### config.mk
export PLATFORM = sky130hd
export DESIGN_NAME = sha256_stream_hasher_unit
export DESIGN_NICKNAME = d
export VERILOG_FILES = /design/src/design/sha256_pkg.sv /design/src/design/sha256_stream_hasher_unit.sv
export SDC_FILE = /design/constraint.sdc
export NUM_CORES = 2
export LEC_CHECK = 0
export BUFFER_PORTS_ARGS = -buffer_cell sky130_fd_sc_hd__buf_4
export CAP_MARGIN = 25
export CORE_MARGIN = 8
export CORE_UTILIZATION = 45
export DETAILED_ROUTE_END_ITERATION = 7
export HOLD_SLACK_MARGIN = 0.15
export PLACE_DENSITY = 0.67
export SKIP_LAST_GASP = 1
export SLEW_MARGIN = 0
export SYNTH_ARGS = -nofsm -noshare
export SYNTH_HDL_FRONTEND = slang
export SYNTH_SLANG_ARGS = --single-unit
### constraint.sdc
create_clock -name i_clk -period 34.4 [get_ports i_clk]
set_input_delay 10.32 -clock i_clk [delete_from_list [all_inputs] [get_ports i_clk]]
set_output_delay 10.32 -clock i_clk [all_outputs]
set_load 0.01 [all_outputs]
### src/design/sha256_pkg.sv
`default_nettype none
package sha256_pkg;

    typedef logic [31:0] t_word;

    localparam int unsigned ROUNDS = 64;
    localparam int unsigned WORDS  = 8;

    localparam logic [7:0] PAD_MARK = 8'h80;
    localparam logic [5:0] PAD_FILL = 6'd56;

    localparam t_word K_TABLE [ROUNDS] = '{
        32'h428a2f98, 32'h71374491, 32'hb5c0fbcf, 32'he9b5dba5,
        32'h3956c25b, 32'h59f111f1, 32'h923f82a4, 32'hab1c5ed5,
        32'hd807aa98, 32'h12835b01, 32'h243185be, 32'h550c7dc3,
        32'h72be5d74, 32'h80deb1fe, 32'h9bdc06a7, 32'hc19bf174,
        32'he49b69c1, 32'hefbe4786, 32'h0fc19dc6, 32'h240ca1cc,
        32'h2de92c6f, 32'h4a7484aa, 32'h5cb0a9dc, 32'h76f988da,
        32'h983e5152, 32'ha831c66d, 32'hb00327c8, 32'hbf597fc7,
        32'hc6e00bf3, 32'hd5a79147, 32'h06ca6351, 32'h14292967,
        32'h27b70a85, 32'h2e1b2138, 32'h4d2c6dfc, 32'h53380d13,
        32'h650a7354, 32'h766a0abb, 32'h81c2c92e, 32'h92722c85,
        32'ha2bfe8a1, 32'ha81a664b, 32'hc24b8b70, 32'hc76c51a3,
        32'hd192e819, 32'hd6990624, 32'hf40e3585, 32'h106aa070,
        32'h19a4c116, 32'h1e376c08, 32'h2748774c, 32'h34b0bcb5,
        32'h391c0cb3, 32'h4ed8aa4a, 32'h5b9cca4f, 32'h682e6ff3,
        32'h748f82ee, 32'h78a5636f, 32'h84c87814, 32'h8cc70208,
        32'h90befffa, 32'ha4506ceb, 32'hbef9a3f7, 32'hc67178f2
    };

    localparam t_word H_INIT [WORDS] = '{
        32'h6a09e667, 32'hbb67ae85, 32'h3c6ef372, 32'ha54ff53a,
        32'h510e527f, 32'h9b05688c, 32'h1f83d9ab, 32'h5be0cd19
    };

    function automatic t_word rotr(input t_word x, input int unsigned n);
        rotr = (x >> n) | (x << (32 - n));
    endfunction

    function automatic t_word big_sigma0(input t_word x);
        big_sigma0 = rotr(x, 2) ^ rotr(x, 13) ^ rotr(x, 22);
    endfunction

    function automatic t_word big_sigma1(input t_word x);
        big_sigma1 = rotr(x, 6) ^ rotr(x, 11) ^ rotr(x, 25);
    endfunction

    function automatic t_word small_sigma0(input t_word x);
        small_sigma0 = rotr(x, 7) ^ rotr(x, 18) ^ (x >> 3);
    endfunction

    function automatic t_word small_sigma1(input t_word x);
        small_sigma1 = rotr(x, 17) ^ rotr(x, 19) ^ (x >> 10);
    endfunction

endpackage
`default_nettype wire

### src/design/sha256_stream_hasher_unit.sv
`default_nettype none
// Channel   Dir  Handshake                    Payload
// s_axis    in   s_axis_tvalid/s_axis_tready  tdata: data_byte, tuser: has_data,
//                                             tlast: end_of_message
// m_axis    out  m_axis_tvalid/m_axis_tready  tdata: digest_word, tuser: word_index,
//                                             tlast: last_word
//
// A byte request is taken only while the unit is idle. The 64th byte of a block
// stalls the input: one shared round unit runs the 64 rounds, one per cycle, then
// the fold state adds the working variables into the chaining words.
// An end request pads the message with 9 to 72 bytes, runs one or two
// compressions, then gives 8 digest words, each held until taken.
// Reset (synchronous, active low) restores the initial hash values and length zero.
module sha256_stream_hasher_unit (
    input  wire logic        i_clk,
    input  wire logic        i_rst_n,
    input  wire logic        s_axis_tvalid,
    output logic             s_axis_tready,
    input  wire logic [7:0]  s_axis_tdata,   // [7:0] data_byte
    input  wire logic [0:0]  s_axis_tuser,   // [0] has_data
    input  wire logic        s_axis_tlast,   // end_of_message
    output logic             m_axis_tvalid,
    input  wire logic        m_axis_tready,
    output logic [31:0]      m_axis_tdata,   // [31:0] digest_word
    output logic [2:0]       m_axis_tuser,   // [2:0] word_index
    output logic             m_axis_tlast    // last_word
);
    import sha256_pkg::*;

    localparam logic [2:0] ST_IDLE  = 3'd0;
    localparam logic [2:0] ST_PAD   = 3'd1;
    localparam logic [2:0] ST_ROUND = 3'd2;
    localparam logic [2:0] ST_FOLD  = 3'd3;
    localparam logic [2:0] ST_OUT   = 3'd4;

    localparam logic [3:0] LEN_BYTES = 4'd8;

    logic [2:0]   r_state, n_state;
    logic [5:0]   r_fill, n_fill;
    logic [60:0]  r_len, n_len;
    logic [63:0]  r_bits;
    logic [3:0]   r_cnt;
    logic         r_sent80;
    logic         r_closing;
    logic [5:0]   r_rnd;
    logic [2:0]   r_oidx;
    logic [511:0] r_blk;
    t_word        r_h [WORDS];
    t_word        r_v [WORDS];

    logic  w_s_acc, w_m_acc, w_push, w_wrap, w_zero_pad;
    logic  [7:0] w_byte;
    t_word w_t1, w_t2, w_wnew, w_e, w_a;

    assign w_s_acc = s_axis_tvalid & s_axis_tready;
    assign w_m_acc = m_axis_tvalid & m_axis_tready;

    assign s_axis_tready = (r_state == ST_IDLE);
    assign m_axis_tvalid = (r_state == ST_OUT);
    assign m_axis_tdata  = r_h[r_oidx];
    assign m_axis_tuser  = r_oidx;
    assign m_axis_tlast  = (r_oidx == 3'd7);

    assign w_zero_pad = (r_cnt == 4'd0) && (r_fill != PAD_FILL);
    assign w_wrap     = (r_fill == 6'd63);
    assign n_fill     = r_fill + 6'd1;
    assign n_len      = r_len + {60'd0, s_axis_tuser[0]};

    always_comb begin
        w_push = 1'b0;
        w_byte = s_axis_tdata;
        case (r_state)
            ST_IDLE: begin
                w_push = w_s_acc & s_axis_tuser[0];
            end
            ST_PAD: begin
                w_push = 1'b1;
                if (!r_sent80) begin
                    w_byte = PAD_MARK;
                end else if (w_zero_pad) begin
                    w_byte = 8'h00;
                end else begin
                    w_byte = r_bits[63:56];
                end
            end
            default: begin
                w_push = 1'b0;
            end
        endcase
    end

    // one SHA-256 round and one schedule word per cycle
    assign w_e    = r_v[4];
    assign w_a    = r_v[0];
    assign w_t1   = r_v[7] + big_sigma1(w_e) + ((w_e & r_v[5]) ^ (~w_e & r_v[6]))
                  + K_TABLE[r_rnd] + r_blk[511:480];
    assign w_t2   = big_sigma0(w_a) + ((w_a & r_v[1]) ^ (w_a & r_v[2]) ^ (r_v[1] & r_v[2]));
    assign w_wnew = r_blk[511:480] + small_sigma0(r_blk[479:448]) + r_blk[223:192]
                  + small_sigma1(r_blk[63:32]);

    always_comb begin
        n_state = r_state;
        case (r_state)
            ST_IDLE: begin
                if (w_s_acc) begin
                    if (w_push && w_wrap) begin
                        n_state = ST_ROUND;
                    end else if (s_axis_tlast) begin
                        n_state = ST_PAD;
                    end
                end
            end
            ST_PAD: begin
                if (w_wrap) begin
                    n_state = ST_ROUND;
                end
            end
            ST_ROUND: begin
                if (r_rnd == 6'd63) begin
                    n_state = ST_FOLD;
                end
            end
            ST_FOLD: begin
                if (!r_closing) begin
                    n_state = ST_IDLE;
                end else if (r_cnt == LEN_BYTES) begin
                    n_state = ST_OUT;
                end else begin
                    n_state = ST_PAD;
                end
            end
            ST_OUT: begin
                if (w_m_acc && m_axis_tlast) begin
                    n_state = ST_IDLE;
                end
            end
            default: begin
                n_state = ST_IDLE;
            end
        endcase
    end

    // control and chaining state
    always_ff @(posedge i_clk) begin
        if (!i_rst_n) begin
            r_state   <= ST_IDLE;
            r_fill    <= '0;
            r_len     <= '0;
            r_cnt     <= '0;
            r_sent80  <= 1'b0;
            r_closing <= 1'b0;
            r_rnd     <= '0;
            r_oidx    <= '0;
            for (int i = 0; i < WORDS; i++) begin
                r_h[i] <= H_INIT[i];
            end
        end else begin
            r_state <= n_state;
            if (w_push) begin
                r_fill <= n_fill;
            end
            if (r_state == ST_IDLE && w_s_acc) begin
                r_len <= n_len;
                if (s_axis_tlast) begin
                    r_closing <= 1'b1;
                end
            end
            if (r_state == ST_PAD) begin
                if (!r_sent80) begin
                    r_sent80 <= 1'b1;
                end else if (!w_zero_pad) begin
                    r_cnt <= r_cnt + 4'd1;
                end
            end
            if (r_state == ST_ROUND) begin
                r_rnd <= r_rnd + 6'd1;
            end
            if (r_state == ST_FOLD) begin
                for (int i = 0; i < WORDS; i++) begin
                    r_h[i] <= r_h[i] + r_v[i];
                end
            end
            if (w_m_acc) begin
                r_oidx <= r_oidx + 3'd1;
                if (m_axis_tlast) begin
                    // restart for the next message
                    r_fill    <= '0;
                    r_len     <= '0;
                    r_cnt     <= '0;
                    r_sent80  <= 1'b0;
                    r_closing <= 1'b0;
                    for (int i = 0; i < WORDS; i++) begin
                        r_h[i] <= H_INIT[i];
                    end
                end
            end
        end
    end

    // payload: block shift line, working variables, length bytes
    always_ff @(posedge i_clk) begin
        if (w_push) begin
            r_blk <= {r_blk[503:0], w_byte};
            if (w_wrap) begin
                for (int i = 0; i < WORDS; i++) begin
                    r_v[i] <= r_h[i];
                end
            end
        end else if (r_state == ST_ROUND) begin
            r_blk <= {r_blk[479:0], w_wnew};
            r_v[7] <= r_v[6];
            r_v[6] <= r_v[5];
            r_v[5] <= r_v[4];
            r_v[4] <= r_v[3] + w_t1;
            r_v[3] <= r_v[2];
            r_v[2] <= r_v[1];
            r_v[1] <= r_v[0];
            r_v[0] <= w_t1 + w_t2;
        end
        if (r_state == ST_IDLE && w_s_acc && s_axis_tlast) begin
            r_bits <= {n_len, 3'b000};
        end else if (r_state == ST_PAD && r_sent80 && !w_zero_pad) begin
            r_bits <= {r_bits[55:0], 8'h00};
        end
    end

endmodule
`default_nettype wire

* Yosys cells after proc, flatten, opt, wreduce, memory -nomap -nowiden
Memories as Yosys holds them, arrays and structs flattened. A register that Yosys moved wholly into a read port is not among the register bits. Index checks and enable logic that the tools add are counted.
Operators by class: add/subtract/negate cells 23, div/mod/pow operators 0, multiply operators 0, bitwise gates (word level) 55, eq/ne operators 14, shift-type cells 0, $lt $le $gt $ge 1, reduce and logical (&&, ||, !) cells 13, muxes and demuxes 77
Operators with widths (number):
- $mux W512 | 2
- $mux W32 | 26
- $add A32 B32 Y32 | 18
- $xor A32 B32 Y32 | 9
- $mux W61 | 3
- $and A32 B32 Y32 | 5
- $mux W64 | 2
- $add A61 B1 Y61 | 1
- $not A32 Y32 | 1
- $or A10 B32 Y32 | 1
- $or A13 B32 Y32 | 1
- $or A14 B32 Y32 | 1
- $or A15 B32 Y32 | 1
- $or A19 B32 Y32 | 1
- $or A21 B32 Y32 | 1
- $or A25 B32 Y32 | 1
- $or A26 B32 Y32 | 1
- $or A30 B32 Y32 | 1
- $or A7 B32 Y32 | 1
- $xor A32 B22 Y32 | 1
- $xor A32 B29 Y32 | 1
- $mux W3 | 10
- $mux W8 | 3
- $or A1 B1 Y1 | 24
- other kinds (26) | 67
Word-level totals: logic and storage cells 196, register bits after elaboration 658, latch bits 0, memory bits (read-only) 2048, bits in writable memories 512, memories kept 3
Memory list:
- (no name shown) | words 64, width 32, rd ports 1, clocked after Yosys merged registers in 0, wr ports 0, line sha256_stream_hasher_unit.sv:96 | + K_TABLE[r_rnd] + r_blk[511:480];
- r_h | words 8, width 32, rd ports 9, clocked after Yosys merged registers in 1, wr ports 8, line sha256_stream_hasher_unit.sv:48 | t_word r_h [WORDS];
- r_v | words 8, width 32, rd ports 8, clocked after Yosys merged registers in 0, wr ports 8, line sha256_stream_hasher_unit.sv:49 | t_word r_v [WORDS];

* Depth between registers and ports, before layout
An unclocked memory read counts as a cell.
depth after elaboration 10, depth in mapped cells 39, depth with buffers taken out 37

* Least setup slack after synthesis
OpenSTA, ideal clock, no wires.
kind input to register, from input port s_axis_tuser, to register r_state[1], arrival time 29795 ps, path slack 4442 ps, setup time 164 ps, stages 5, cells stage by stage a21oi_1 -> nand2b_1 -> clkbuf_1 -> o21ai_0 -> and2_1
Between the ends: word-level cells in the longest chain between the ends 6, elaborated cells on any way between the ends 8, those cells by class 1 x eq/ne; 4 x mux; 1 x bitwise; 2 x reduce/logical
RTL lines:
- start: declaration | line sha256_stream_hasher_unit.sv:20 | input wire logic [0:0] s_axis_tuser,
- $and A1 B1 Y1 * | line sha256_stream_hasher_unit.sv:74 | w_push = w_s_acc & s_axis_tuser[0];
- $pmux W1 S2 * | line sha256_stream_hasher_unit.sv:72 | case (r_state)
- $logic_and A1 B1 Y1 * | line sha256_stream_hasher_unit.sv:106 | if (w_push && w_wrap) begin
- $mux W3 | line sha256_stream_hasher_unit.sv:106
- $mux W3 | line sha256_stream_hasher_unit.sv:105 | if (w_s_acc) begin
- $pmux W3 S5 | line sha256_stream_hasher_unit.sv:103 | case (r_state)
- end signal: assignment | line sha256_stream_hasher_unit.sv:158 | r_state <= n_state;
- end: declaration | line sha256_stream_hasher_unit.sv:38 | logic [2:0] r_state, n_state;
Every way passes the cells marked *; elsewhere a longest branch is shown, timed or not. The select of a mux whose other input is x is not followed. A chain may end at the register's enable or synchronous reset.

==> results_dict.tcl <==
set metrics [dict create \
    syn_nets 9146 \
    core-area_mm2 0.1732 \
    initialDrtViolationCount 7092 \
    p_int_mw 3.726 \
    dp_cells 10520 \
    worstPathMaxFanout 35 \
    r2r_slack_ns 23.03 \
    async_reset_ff_frac 0 \
    power_frac_clock 0.239 \
    wl_per_cell_um 22.04 \
    cts.sinks 1173 \
    synthFlopType "edfxtp_1" \
    crit_top_cell "buf_4" \
    hp-start "r_len[0]" \
    synth_common_cells "2,376 x nand2_1, 957 x edfxtp_1, 521 x o21ai_0, 432 x inv_1, 420 x a21oi_1" \
    synthTopCellsByArea "edfxtp_1 37%, nand2_1 11%, ha_1 6.4%" \
    drtAntennaViolNets 0 \
    crit_required_ns 24.08 \
    grt_max_degree 216 \
    fp.dieH_um 433.0 \
    ioPinCount 52 \
    path_class "reg2out" \
    io_buffers 51 \
    critical_path_depth 4 \
    period_needed_ns 13.81 \
    final_net_count 8945 \
    yosysMostFrequentCell "nand2_1" \
    reg2reg_depth 35 \
    critPathTopFamily "multiplexers" \
    critPathArrivalTime_ns 3.49 \
    postCtsSetupBuffers 0 \
    setup_tns_ns 0 \
    holdPathEnd "r_len[0]" \
    antenna_found_initial 3 \
    cts.htree.levels 4 \
    gp_congestion 0.9877 \
    peakVddDrop_uv 78.83 \
    synth_top_area_share 0.3673 \
    start_kind "flip-flop" \
    vias 61980 \
    switchingPower_mw 2.481 \
    cts_hold_buf 0 \
    synthCells 8536 \
    path_clk_slew_ns 0.06 \
    clock_path_buffers 3 \
    tritoncts "yes" \
    status "finished, violations left" \
    tightest_slew_ns 1.204 \
    grt_pass1_vias 58150 \
    drc 1 \
    crit_path_end_kind "primary output" \
    fin_cells 10770 \
    synth-edff-count 957 \
    gr-total-overflow 0 \
    avgSynthCellArea_um2 9.166 \
    netlist_area_mm2 0.07824 \
    post_route_cells_drive_above_1_share 0.06099 \
    dp_hpwl_mm 173.1 \
    wl_mm 237.4 \
    power.density_mw_per_mm2 72.98 \
    relSlewSlack 0.1972 \
    rsz0062_at_grt "false" \
    whs_path_depth 2 \
    timing.rr.start "r_rnd[2]" \
    clockRootBuffer "clkbuf_16" \
    slowest_delay_ns 0.71 \
    crit_chain "buf_4 -> mux4_2 -> mux2_2 -> buf_4" \
    cp_slowest_cell "buf_4" \
    timing.fmax_ghz 0.07243 \
    rows 153 \
    worstPathBufferInverterCount 2 \
    min-delay-path-class "reg2reg" \
    die-area_mm2 0.1875 \
    start_util 0.4516 \
    combPwrFrac 0.454 \
    leakage_nw 34.72 \
    sw_frac_of_total 0.3998 \
    fin_skew_ns 0.04440 \
    grt_pass1_wl_mm 357.8 \
    hold_viol 0 \
    cts_resized 0 \
    clk_latency_ns 0.82 \
    finalSetupViolations 0 \
    ys_warn_count 0 \
    seqPwrFrac 0.307 \
    area_delta_synth_final_pct 8.714 \
    synth_seq_cells 1173 \
    cts_made_buffers 138 \
    period_share 0.4014 \
    die_w_um 433.0 \
    total_power_mw 6.207 \
    violations "design-rule violations" \
    yosysSeqAreaShare 0.4226 \
    synth_cell_type_count 92 \
    synth_top_area_cell "edfxtp_1" \
    slew_viol_final 0 \
    viasPerCell 5.754 \
    drt-pass1-iter-count 8 \
    worstReg2RegEnd "r_v[0][31]" \
    drv_cap 0 \
    track_usage 0.2455 \
]
[metrics by stage]
stage	instance area, um^2	setup slack, ns	hold slack (ns)	utilization
floorplan	78240	4.442	0.4400	-
global placement	80470	19.76	0.4501	0.4645
detailed placement	80500	19.83	0.4660	0.4646
CTS	85020	20.52	0.4758	0.4907
global route	85050	20.29	0.5095	0.4909
finish	85060	20.59	0.4727	0.4909
[power groups by stage]
stage,combinational (mW),clock (mW),sequential [mW]
2_1_floorplan,2.08,0,1.90
3_3_place_gp,2.71,0,1.93
3_5_place_dp,2.75,0,1.93
4_1_cts,2.78,1.51,1.90
5_1_grt,3.12,1.56,1.92
6_report,2.82,1.48,1.91
[final cells by class]
type / count / area (um^2)
clock inverter: 79 / 853.3
timing repair buffer: 128 / 1064
antenna: 2 / 5.005
sequential: 1173 / 33080
inverter: 436 / 1639
fill: 16100 / 88190
clock buffer: 170 / 3664
multi-input combinational: 6458 / 41840
tap: 2325 / 2909
[state kept, by name, summed over array words and instances (netlist names), 3 cells and up, named ones only]
name,flops
r_state,3
m_axis_tuser,3
r_blk,512
r_rnd,6
r_h,256
r_v,256
r_fill,6
r_cnt,4
r_len,61
r_bits,61
[worst register-to-register path: cells and delay by family, from the launching register on]
kind,cells,cell delay (ns)
AND/OR/NAND/NOR,4,1.28
adder cells (fa/ha/maj),6,2.50
buffers and inverters,5,1.63
XOR/XNOR,2,0.42
AO/OA/AOI/OAI,18,4.42
flip-flops,1,0.87
[kinds of logic (layout without fill, tap and decap cells)]
family,after synthesis,in the layout,synth area share
and+or+nand+nor,3393,3393,0.1824
AOI/OAI and AO/OA,1644,1644,0.1304
DFF,1173,1173,0.4226
buffers and inverters,905,813,0.04369
xor gates and xnor gates,670,670,0.07500
adders and majority gates,600,600,0.1145
muxes,151,151,0.03142
other,0,2,0
[worst max path at each step]
stage | from | endpoint
6_report | flip-flop | m_axis_tdata[25]
4_1_cts | flip-flop | m_axis_tdata[24]
2_1_floorplan | s_axis_tuser | r_state[1]
3_5_place_dp | s_axis_tuser | r_blk[203]
3_3_place_gp | s_axis_tuser | r_blk[211]
5_1_grt | s_axis_tuser | r_blk[203]
[layout by cell type, fill, tap and decap left out, types with 21 or more instances in the layout]
master / n
mux2i_1: 24
mux4_2: 70
and3_1: 64
o31ai_1: 33
nand4_1: 38
nor2_1: 351
o21bai_1: 45
fa_1: 195
nor2b_1: 51
a31oi_1: 45
buf_4: 117
mux2_2: 57
nor3_1: 115
o211ai_1: 47
o21a_1: 68
a211oi_1: 54
and2_1: 35
nand2b_1: 84
clkinv_1: 28
clkbuf_16: 138
a21o_1: 211
inv_1: 430
xnor2_1: 360
nand3b_1: 21
or3_1: 49
a21oi_1: 420
clkbuf_1: 23
clkinv_2: 23
o21ai_0: 519
dfxtp_1: 210
a221oi_1: 21
ha_1: 401
edfxtp_1: 957
nand3_1: 121
xor2_1: 310
nand2_1: 2372
[per-layer routing]
metal  share of wire  global-route usage  up-vias
met4           0.032             0.07444        2
met5        0.000051                   0        -
met2            0.44              0.3692     2494
met3           0.086             0.04758      385
met1            0.45              0.3583    30100
li1                -                   -    29000
Note: power is estimated with default switching activity, not from simulation.
